<file path="src/rtl/core/dllc_pkg.sv">
// dllc_pkg: shared constants, action codes and control struct for the list engine
// no dependencies
package dllc_pkg;
  localparam int POOL_NODES_DEF = 16;
  localparam int VALUE_BITS_DEF = 32;

  typedef enum logic [3:0] {
    ACT_CLEAR      = 4'd0,
    ACT_INS_FIRST  = 4'd1,
    ACT_INS_LAST   = 4'd2,
    ACT_CUR_FIRST  = 4'd3,
    ACT_CUR_LAST   = 4'd4,
    ACT_DEL_FIRST  = 4'd5,
    ACT_DEL_LAST   = 4'd6,
    ACT_DEL_AFTER  = 4'd7,
    ACT_DEL_BEFORE = 4'd8,
    ACT_INS_AFTER  = 4'd9,
    ACT_INS_BEFORE = 4'd10,
    ACT_OVERWRITE  = 4'd11,
    ACT_NEXT       = 4'd12,
    ACT_PREV       = 4'd13,
    ACT_QUERY      = 4'd14,
    ACT_SPARE      = 4'd15
  } action_t;

  // controller to datapath
  typedef struct packed {
    logic load;    // capture item, read cursor links
    logic exec;    // perform update
    logic rd_out;  // relink around deleted node
    logic rd_out2; // read head value
    logic rd_out3; // read tail and cursor values, build result
  } dp_cmd_t;
endpackage

</file>
<file path="src/rtl/core/dllc_ctrl.sv">
// dllc_ctrl: sequencer for the list engine, one item at a time
// depends on dllc_pkg
module dllc_ctrl (
  input  logic              clk,
  input  logic              rst,
  input  logic              in_valid,
  output logic              in_ready,
  output logic              out_valid,
  input  logic              out_ready,
  output dllc_pkg::dp_cmd_t cmd
);
  import dllc_pkg::*;

  typedef enum logic [2:0] {S_IDLE, S_EXEC, S_RD1, S_RD2, S_RD3, S_OUT} state_t;
  state_t state;

  assign in_ready  = (state == S_IDLE);
  assign out_valid = (state == S_OUT);

  always_comb begin
    cmd = '0;
    cmd.load    = (state == S_IDLE) && in_valid;
    cmd.exec    = (state == S_EXEC);
    cmd.rd_out  = (state == S_RD1);
    cmd.rd_out2 = (state == S_RD2);
    cmd.rd_out3 = (state == S_RD3);
  end

  always_ff @(posedge clk) begin
    if (rst) begin
      state <= S_IDLE;
    end else begin
      case (state)
        S_IDLE: if (in_valid) state <= S_EXEC;
        S_EXEC: state <= S_RD1;
        S_RD1:  state <= S_RD2;
        S_RD2:  state <= S_RD3;
        S_RD3:  state <= S_OUT;
        S_OUT:  if (out_ready) state <= S_IDLE;
        default: state <= S_IDLE;
      endcase
    end
  end
endmodule

</file>
<file path="src/rtl/core/dllc_datapath.sv">
// dllc_datapath: node pool memories, free map, head/tail/cursor and result registers
// depends on dllc_pkg
module dllc_datapath #(
  parameter int POOL_NODES = dllc_pkg::POOL_NODES_DEF,
  parameter int VALUE_BITS = dllc_pkg::VALUE_BITS_DEF
) (
  input  logic                     clk,
  input  logic                     rst,
  input  dllc_pkg::dp_cmd_t        cmd,
  input  logic [3:0]               action,
  input  logic signed [31:0]       value,
  output logic signed [31:0]       first_value,
  output logic signed [31:0]       last_value,
  output logic signed [31:0]       cursor_value,
  output logic                     list_nonempty,
  output logic                     cursor_active,
  output logic                     out_of_memory
);
  import dllc_pkg::*;

  localparam int AW = $clog2(POOL_NODES);
  localparam int LW = $clog2(POOL_NODES + 1);
  localparam logic [LW-1:0] NIL = LW'(POOL_NODES);

  logic [VALUE_BITS-1:0] node_data [POOL_NODES];
  logic [LW-1:0] next_link [POOL_NODES];
  logic [LW-1:0] prev_link [POOL_NODES];
  logic [POOL_NODES-1:0] free_map;
  logic [LW-1:0] head, tail, cursor;

  action_t act;
  logic [VALUE_BITS-1:0] val;
  logic [LW-1:0] cur_next, cur_prev;   // links of cursor node
  logic [LW-1:0] tgt_prev, tgt_next;   // links of delete target
  logic [VALUE_BITS-1:0] rd_data;
  logic [VALUE_BITS-1:0] hv, tv;

  // lowest free slot
  logic [LW-1:0] free_idx;
  always_comb begin
    free_idx = NIL;
    for (int i = POOL_NODES - 1; i >= 0; i--) begin
      if (free_map[i]) free_idx = LW'(i);
    end
  end

  function automatic logic [AW-1:0] ix(input logic [LW-1:0] n);
    return n[AW-1:0];
  endfunction

  // delete target chosen from the captured action and the current head, tail or cursor links
  logic [LW-1:0] tgt;
  always_comb begin
    tgt = NIL;
    case (act)
      ACT_DEL_FIRST:  tgt = head;
      ACT_DEL_LAST:   tgt = tail;
      ACT_DEL_AFTER:  tgt = (cursor != NIL) ? cur_next : NIL;
      ACT_DEL_BEFORE: tgt = (cursor != NIL) ? cur_prev : NIL;
      default:        tgt = NIL;
    endcase
  end

  // second read stage: links of delete target
  logic tgt_loaded;

  always_ff @(posedge clk) begin
    if (rst) begin
      free_map      <= '1;
      head          <= NIL;
      tail          <= NIL;
      cursor        <= NIL;
      out_of_memory <= 1'b0;
      tgt_loaded    <= 1'b0;
    end else begin
      if (cmd.load) begin
        act <= action_t'(action);
        val <= VALUE_BITS'(value);
        out_of_memory <= 1'b0;
        if (cursor != NIL) begin
          cur_next <= next_link[ix(cursor)];
          cur_prev <= prev_link[ix(cursor)];
        end else begin
          cur_next <= NIL;
          cur_prev <= NIL;
        end
        tgt_loaded <= 1'b0;
      end
      if (cmd.exec) begin
        case (act)
          ACT_CLEAR: begin
            free_map <= '1;
            head <= NIL;
            tail <= NIL;
            cursor <= NIL;
          end
          ACT_INS_FIRST, ACT_INS_LAST, ACT_INS_AFTER, ACT_INS_BEFORE: begin
            logic [LW-1:0] a, b;
            a = NIL;
            b = NIL;
            case (act)
              ACT_INS_FIRST:  begin a = NIL;    b = head;     end
              ACT_INS_LAST:   begin a = tail;   b = NIL;      end
              ACT_INS_AFTER:  begin a = cursor; b = cur_next; end
              default:        begin a = cur_prev; b = cursor; end
            endcase
            if ((act == ACT_INS_AFTER || act == ACT_INS_BEFORE) && cursor == NIL) begin
            end else if (free_idx == NIL) begin
              out_of_memory <= 1'b1;
            end else begin
              free_map[ix(free_idx)] <= 1'b0;
              node_data[ix(free_idx)] <= val;
              prev_link[ix(free_idx)] <= a;
              next_link[ix(free_idx)] <= b;
              if (a != NIL) next_link[ix(a)] <= free_idx;
              else head <= free_idx;
              if (b != NIL) prev_link[ix(b)] <= free_idx;
              else tail <= free_idx;
            end
          end
          ACT_CUR_FIRST: cursor <= head;
          ACT_CUR_LAST:  cursor <= tail;
          ACT_OVERWRITE: if (cursor != NIL) node_data[ix(cursor)] <= val;
          ACT_NEXT:      if (cursor != NIL) cursor <= cur_next;
          ACT_PREV:      if (cursor != NIL) cursor <= cur_prev;
          ACT_DEL_FIRST, ACT_DEL_LAST, ACT_DEL_AFTER, ACT_DEL_BEFORE: begin
            if (tgt != NIL) begin
              tgt_prev <= prev_link[ix(tgt)];
              tgt_next <= next_link[ix(tgt)];
              tgt_loaded <= 1'b1;
            end
          end
          default: ;
        endcase
      end
      // relink around deleted node
      if (cmd.rd_out && tgt_loaded) begin
        if (tgt_prev != NIL) next_link[ix(tgt_prev)] <= tgt_next;
        else head <= tgt_next;
        if (tgt_next != NIL) prev_link[ix(tgt_next)] <= tgt_prev;
        else tail <= tgt_prev;
        if (cursor == tgt) cursor <= NIL;
        free_map[ix(tgt)] <= 1'b1;
      end
      if (cmd.rd_out2) rd_data <= (head != NIL) ? node_data[ix(head)] : '0;
      if (cmd.rd_out3) begin
        hv <= rd_data;
        rd_data <= (tail != NIL) ? node_data[ix(tail)] : '0;
      end
    end
  end

  // result registers
  always_ff @(posedge clk) begin
    if (cmd.rd_out3) begin
      list_nonempty <= (head != NIL);
      cursor_active <= (cursor != NIL);
      cursor_value  <= 32'(signed'((cursor != NIL) ? node_data[ix(cursor)]
                                                     : {VALUE_BITS{1'b0}}));
    end
  end

  assign first_value = 32'(signed'(hv));
  assign last_value  = 32'(signed'(rd_data));
endmodule

</file>
<file path="src/rtl/core/doubly_linked_list_cursor_engine.sv">
// doubly_linked_list_cursor_engine: top level, joins sequencer and datapath
// depends on dllc_pkg, dllc_ctrl, dllc_datapath
// One item at a time: the cursor links are read at acceptance, then come the
// update (or the delete target link read), the relink on delete, the head read,
// and the tail and cursor read, after which the result is valid. The result is
// held until taken and the next item can be accepted in the cycle after. No
// clearing pass.
module doubly_linked_list_cursor_engine #(
  parameter int POOL_NODES = dllc_pkg::POOL_NODES_DEF,
  parameter int VALUE_BITS = dllc_pkg::VALUE_BITS_DEF
) (
  input  logic               clk,
  input  logic               rst,
  input  logic               in_valid,
  output logic               in_ready,
  input  logic [3:0]         action,
  input  logic signed [31:0] value,
  output logic               out_valid,
  input  logic               out_ready,
  output logic signed [31:0] first_value,
  output logic signed [31:0] last_value,
  output logic signed [31:0] cursor_value,
  output logic               list_nonempty,
  output logic               cursor_active,
  output logic               out_of_memory
);
  import dllc_pkg::*;

  dp_cmd_t cmd;

  dllc_ctrl u_ctrl (
    .clk, .rst, .in_valid, .in_ready, .out_valid, .out_ready, .cmd
  );

  dllc_datapath #(.POOL_NODES(POOL_NODES), .VALUE_BITS(VALUE_BITS)) u_dp (
    .clk, .rst, .cmd, .action, .value, .first_value, .last_value,
    .cursor_value, .list_nonempty, .cursor_active, .out_of_memory
  );
endmodule
</file>
<file path="config.mk">
export PLATFORM = sky130hd
export DESIGN_NAME = doubly_linked_list_cursor_engine
export DESIGN_NICKNAME = d
export VERILOG_FILES = /design/src/rtl/core/dllc_pkg.sv /design/src/rtl/core/dllc_ctrl.sv /design/src/rtl/core/dllc_datapath.sv /design/src/rtl/core/doubly_linked_list_cursor_engine.sv
export SDC_FILE = /design/constraint.sdc
export NUM_CORES = 1
export LEC_CHECK = 0
export BUFFER_PORTS_ARGS = -buffer_cell sky130_fd_sc_hd__buf_4
export CAP_MARGIN = 5
export CORE_MARGIN = 3
export CORE_UTILIZATION = 40
export DETAILED_ROUTE_END_ITERATION = 8
export GPL_TIMING_DRIVEN = 0
export PLACE_DENSITY_LB_ADDON = 0.1
export SLEW_MARGIN = 25
export SYNTH_ARGS = -nofsm -noshare
export SYNTH_HDL_FRONTEND = slang
export SYNTH_SLANG_ARGS = --single-unit
</file>
<file path="constraint.sdc">
create_clock -name clk -period 4.5 [get_ports clk]
set_input_delay 0.9 -clock clk [delete_from_list [all_inputs] [get_ports clk]]
set_output_delay 0.9 -clock clk [all_outputs]
set_load 0.05 [all_outputs]
</file>
==> metrics.txt <==
total die area=116000 µm²; NumNets Final=2945; Post-synth ARST share=0%; Total Routing Usage GR=28.7%; Die Height=341 µm; Pint=0.0141 W; Initial Utilization=40.4%; overall power=0.0184 W; pwr dens=351 nW/µm²; crit path max fanout=14; #FFs+latches synth=862; Clk network pwr share=44.9%; # diodes=0; detailed placer's ending HPWL=116 mm; Tmin final=4.46 ns; Worst EP arrival=4.89 ns; Yosys warning count=0; Post-synth EDFFs=826; Clock Latency Late Sink=0.71 ns; worst relative slew slack=17.6%; outcome=completed; num ports=141; internal reg-to-reg setup slack=0.04 ns; crit path launch type=register; dpl cells=4281; Setup TNS Final=0 ns; clk_skew=0.0428 ns; Pre-antenna DRT Iters=6; Final Hold Fails=0; Net Sw Power=0.00429 W; Antenna Nets Post-Route=0; post-synthesis sequential area ratio=56.9%; max_cap viols=0; fin cells=4473; CTS H-tree lvls=3; worst vdd ir=353 µV; via/cell ratio=6.57; initial antenna violation count=2; global-route wire length before repair=232 mm; Hold Crit Class=in -> reg; Comb power frac=6.2%; Clock Tree Buf Depth=3; Tcrit/Tclk final=99.2%; DR iter-0 viols=3870; Setup CP Type=reg -> reg; P&R area growth vs syn=17.2%; Net Sw Frac=23.3%; Max Slew Vio Count=0; worst path required time=4.93 ns; layout cells sized above 1=35.0%; Syn Nets=2644; vias=29405; grt ovf=0; number of fill cells=9429; Distinct cells, synth=80; Routed WL per cell=37.6 µm; Util after Layout=47.3%; total CTS buffers=99; Static Leak=16.3 nW; Residual DRC=0; CTS tree=built; Flop pwr share=48.9%; Total Wirelength=168 mm; RSZ-0062 raised after global routing=true; Core ar.=111000 µm²; Most used DFF post-synth=edfxtp_1; mean post-synth cell area=17.2 µm²; count of port buffers added during placement=140; final setup fails=0; Fin Hold WS=0.375 ns; CTS root buf=clkbuf_16; synthesized area=44800 µm²; vias in the first global route=29746; chip width=341 µm; cells after synthesis=2604; RePlAce Congestion=0.965; worst slew pin tran=1.24 ns; CTS sink cnt=862; Fmax=224 MHz; largest net degree at the start of global routing=27; CP Capture Type=register; Worst-path clk slew=0.06 ns; number of core rows=122
[timing repair]
action | in CTS | in global routing
cloned | 0 | 0
endpoints found under the setup margin | 22 | 346
hold buffers | 0 | 0
resized for setup | 0 | 6
pin swaps | 2 | 4
setup buffers | 2 | 8
[flip-flops by register name (all words and copies together), names as in the netlist, 16 cells and up]
register           flops
u_dp.val              32
u_dp.free_map         16
u_dp.last_value       32
u_dp.cursor_value     32
u_dp.next_link        80
u_dp.node_data       512
u_dp.first_value      32
u_dp.prev_link        80
[per-layer routing]
metal,GRT usage (%),vias up,part of all wire [%]
li1,-,11607,-
met1,37.6,15554,38
met2,47.1,1845,48
met3,5.70,399,9.1
met4,12.0,0,4.7
met5,0,-,0
[cell type report]
type                       count  area, µm²  share of cell area [%]
sequential                   862      25500                    48.6
multi-input combinational   1483      18500                    35.2
clock buffer                 118       2610                    4.97
timing repair buffer         200       2270                    4.33
tap                         1488       1860                    3.54
buffer                       218        963                    1.83
clock inverter                63        648                    1.23
inverter                      41        156                   0.298
[layout by cell type, fill, tap and decap left out, drive strengths merged, types with 6 or more instances in the layout]
| cell | instances |
|---|---|
| inv | 45 |
| o22ai | 21 |
| clkinv | 43 |
| nand2 | 113 |
| nor3 | 24 |
| a2111oi | 9 |
| a21oi | 59 |
| buf | 266 |
| nor2b | 16 |
| a211oi | 17 |
| mux4 | 539 |
| o211ai | 26 |
| clkbuf | 270 |
| dfxtp | 36 |
| nor4 | 10 |
| nor3b | 7 |
| nand3b | 10 |
| and2 | 59 |
| a31oi | 9 |
| xnor2 | 6 |
| a32oi | 12 |
| nor2 | 109 |
| nand3 | 73 |
| o21ai | 87 |
| o21bai | 9 |
| mux2i | 157 |
| nand2b | 18 |
| bufinv | 12 |
| a22oi | 14 |
| edfxtp | 826 |
[kinds of logic after synthesis]
| family | Yosys count | share of synthesized area [%] |
|---|---|---|
| buffers and inverters | 259 | 2.27 |
| muxes | 701 | 30.7 |
| and+or+nand+nor | 469 | 5.45 |
| DFF | 862 | 56.9 |
| xor gates and xnor gates | 7 | 0.137 |
| AOI/OAI and AO/OA | 306 | 4.47 |
[power by group through the flow]
stage | Combinational, W | Sequential, W | Clock (W)
final | 0.00114 | 0.00901 | 0.00827
after global routing | 0.00119 | 0.00901 | 0.00871
after CTS | 0.00113 | 0.00901 | 0.00835
after detailed placement | 0.00113 | 0.00917 | 0
after global placement | 0.00108 | 0.00918 | 0
after floorplan | 0.000607 | 0.00918 | 0
[critical path, cell delays in order (launching register included)]
cell and delay [ns]:
dfxtp_1 0.31, clkbuf_1 0.32, nor2_1 0.27, and2_1 0.20, buf_2 0.18, inv_1 0.09, clkbuf_1 0.69, and4_1 0.32
clkbuf_1 0.35, nor2_1 0.09, a21oi_1 0.73, nor2_4 0.21, buf_12 0.25, buf_12 0.18
[through the flow]
step / area [µm²] / setup slack, ns
2_1_floorplan: 44800 / 0.262
3_3_place_gp: 47700 / -3.15
3_5_place_dp: 49100 / -0.102
4_1_cts: 52400 / 0.0194
5_1_grt: 52500 / -0.0513
6_report: 52500 / 0.0377
[worst paths after layout]
check / startpoint / depth (start not counted) / endpoint
worst min register to register: u_dp.last_value[7] / 0 / u_dp.first_value[7]
worst min-delay path: value[14] / 1 / u_dp.val[14]
worst max-delay path: u_dp.cursor[0] / 13 / u_dp.node_data[0][6]
worst max register to register: u_dp.cursor[0] / 13 / u_dp.node_data[0][6]
[synth_stat cells, types with 26 or more instances]
master,instances,share of area (%)
dfxtp_1,36,1.6
and2_1,59,0.82
nand3_1,72,0.80
mux4_2,539,27
o211ai_1,26,0.44
a21oi_1,59,0.66
buf_1,49,0.41
edfxtp_1,826,55
nor2_1,100,0.84
nand2_1,113,0.95
inv_1,40,0.33
mux2i_1,157,3.5
clkbuf_1,148,1.2
o21ai_0,78,0.87
Note: power is estimated with default switching activity, not from simulation.
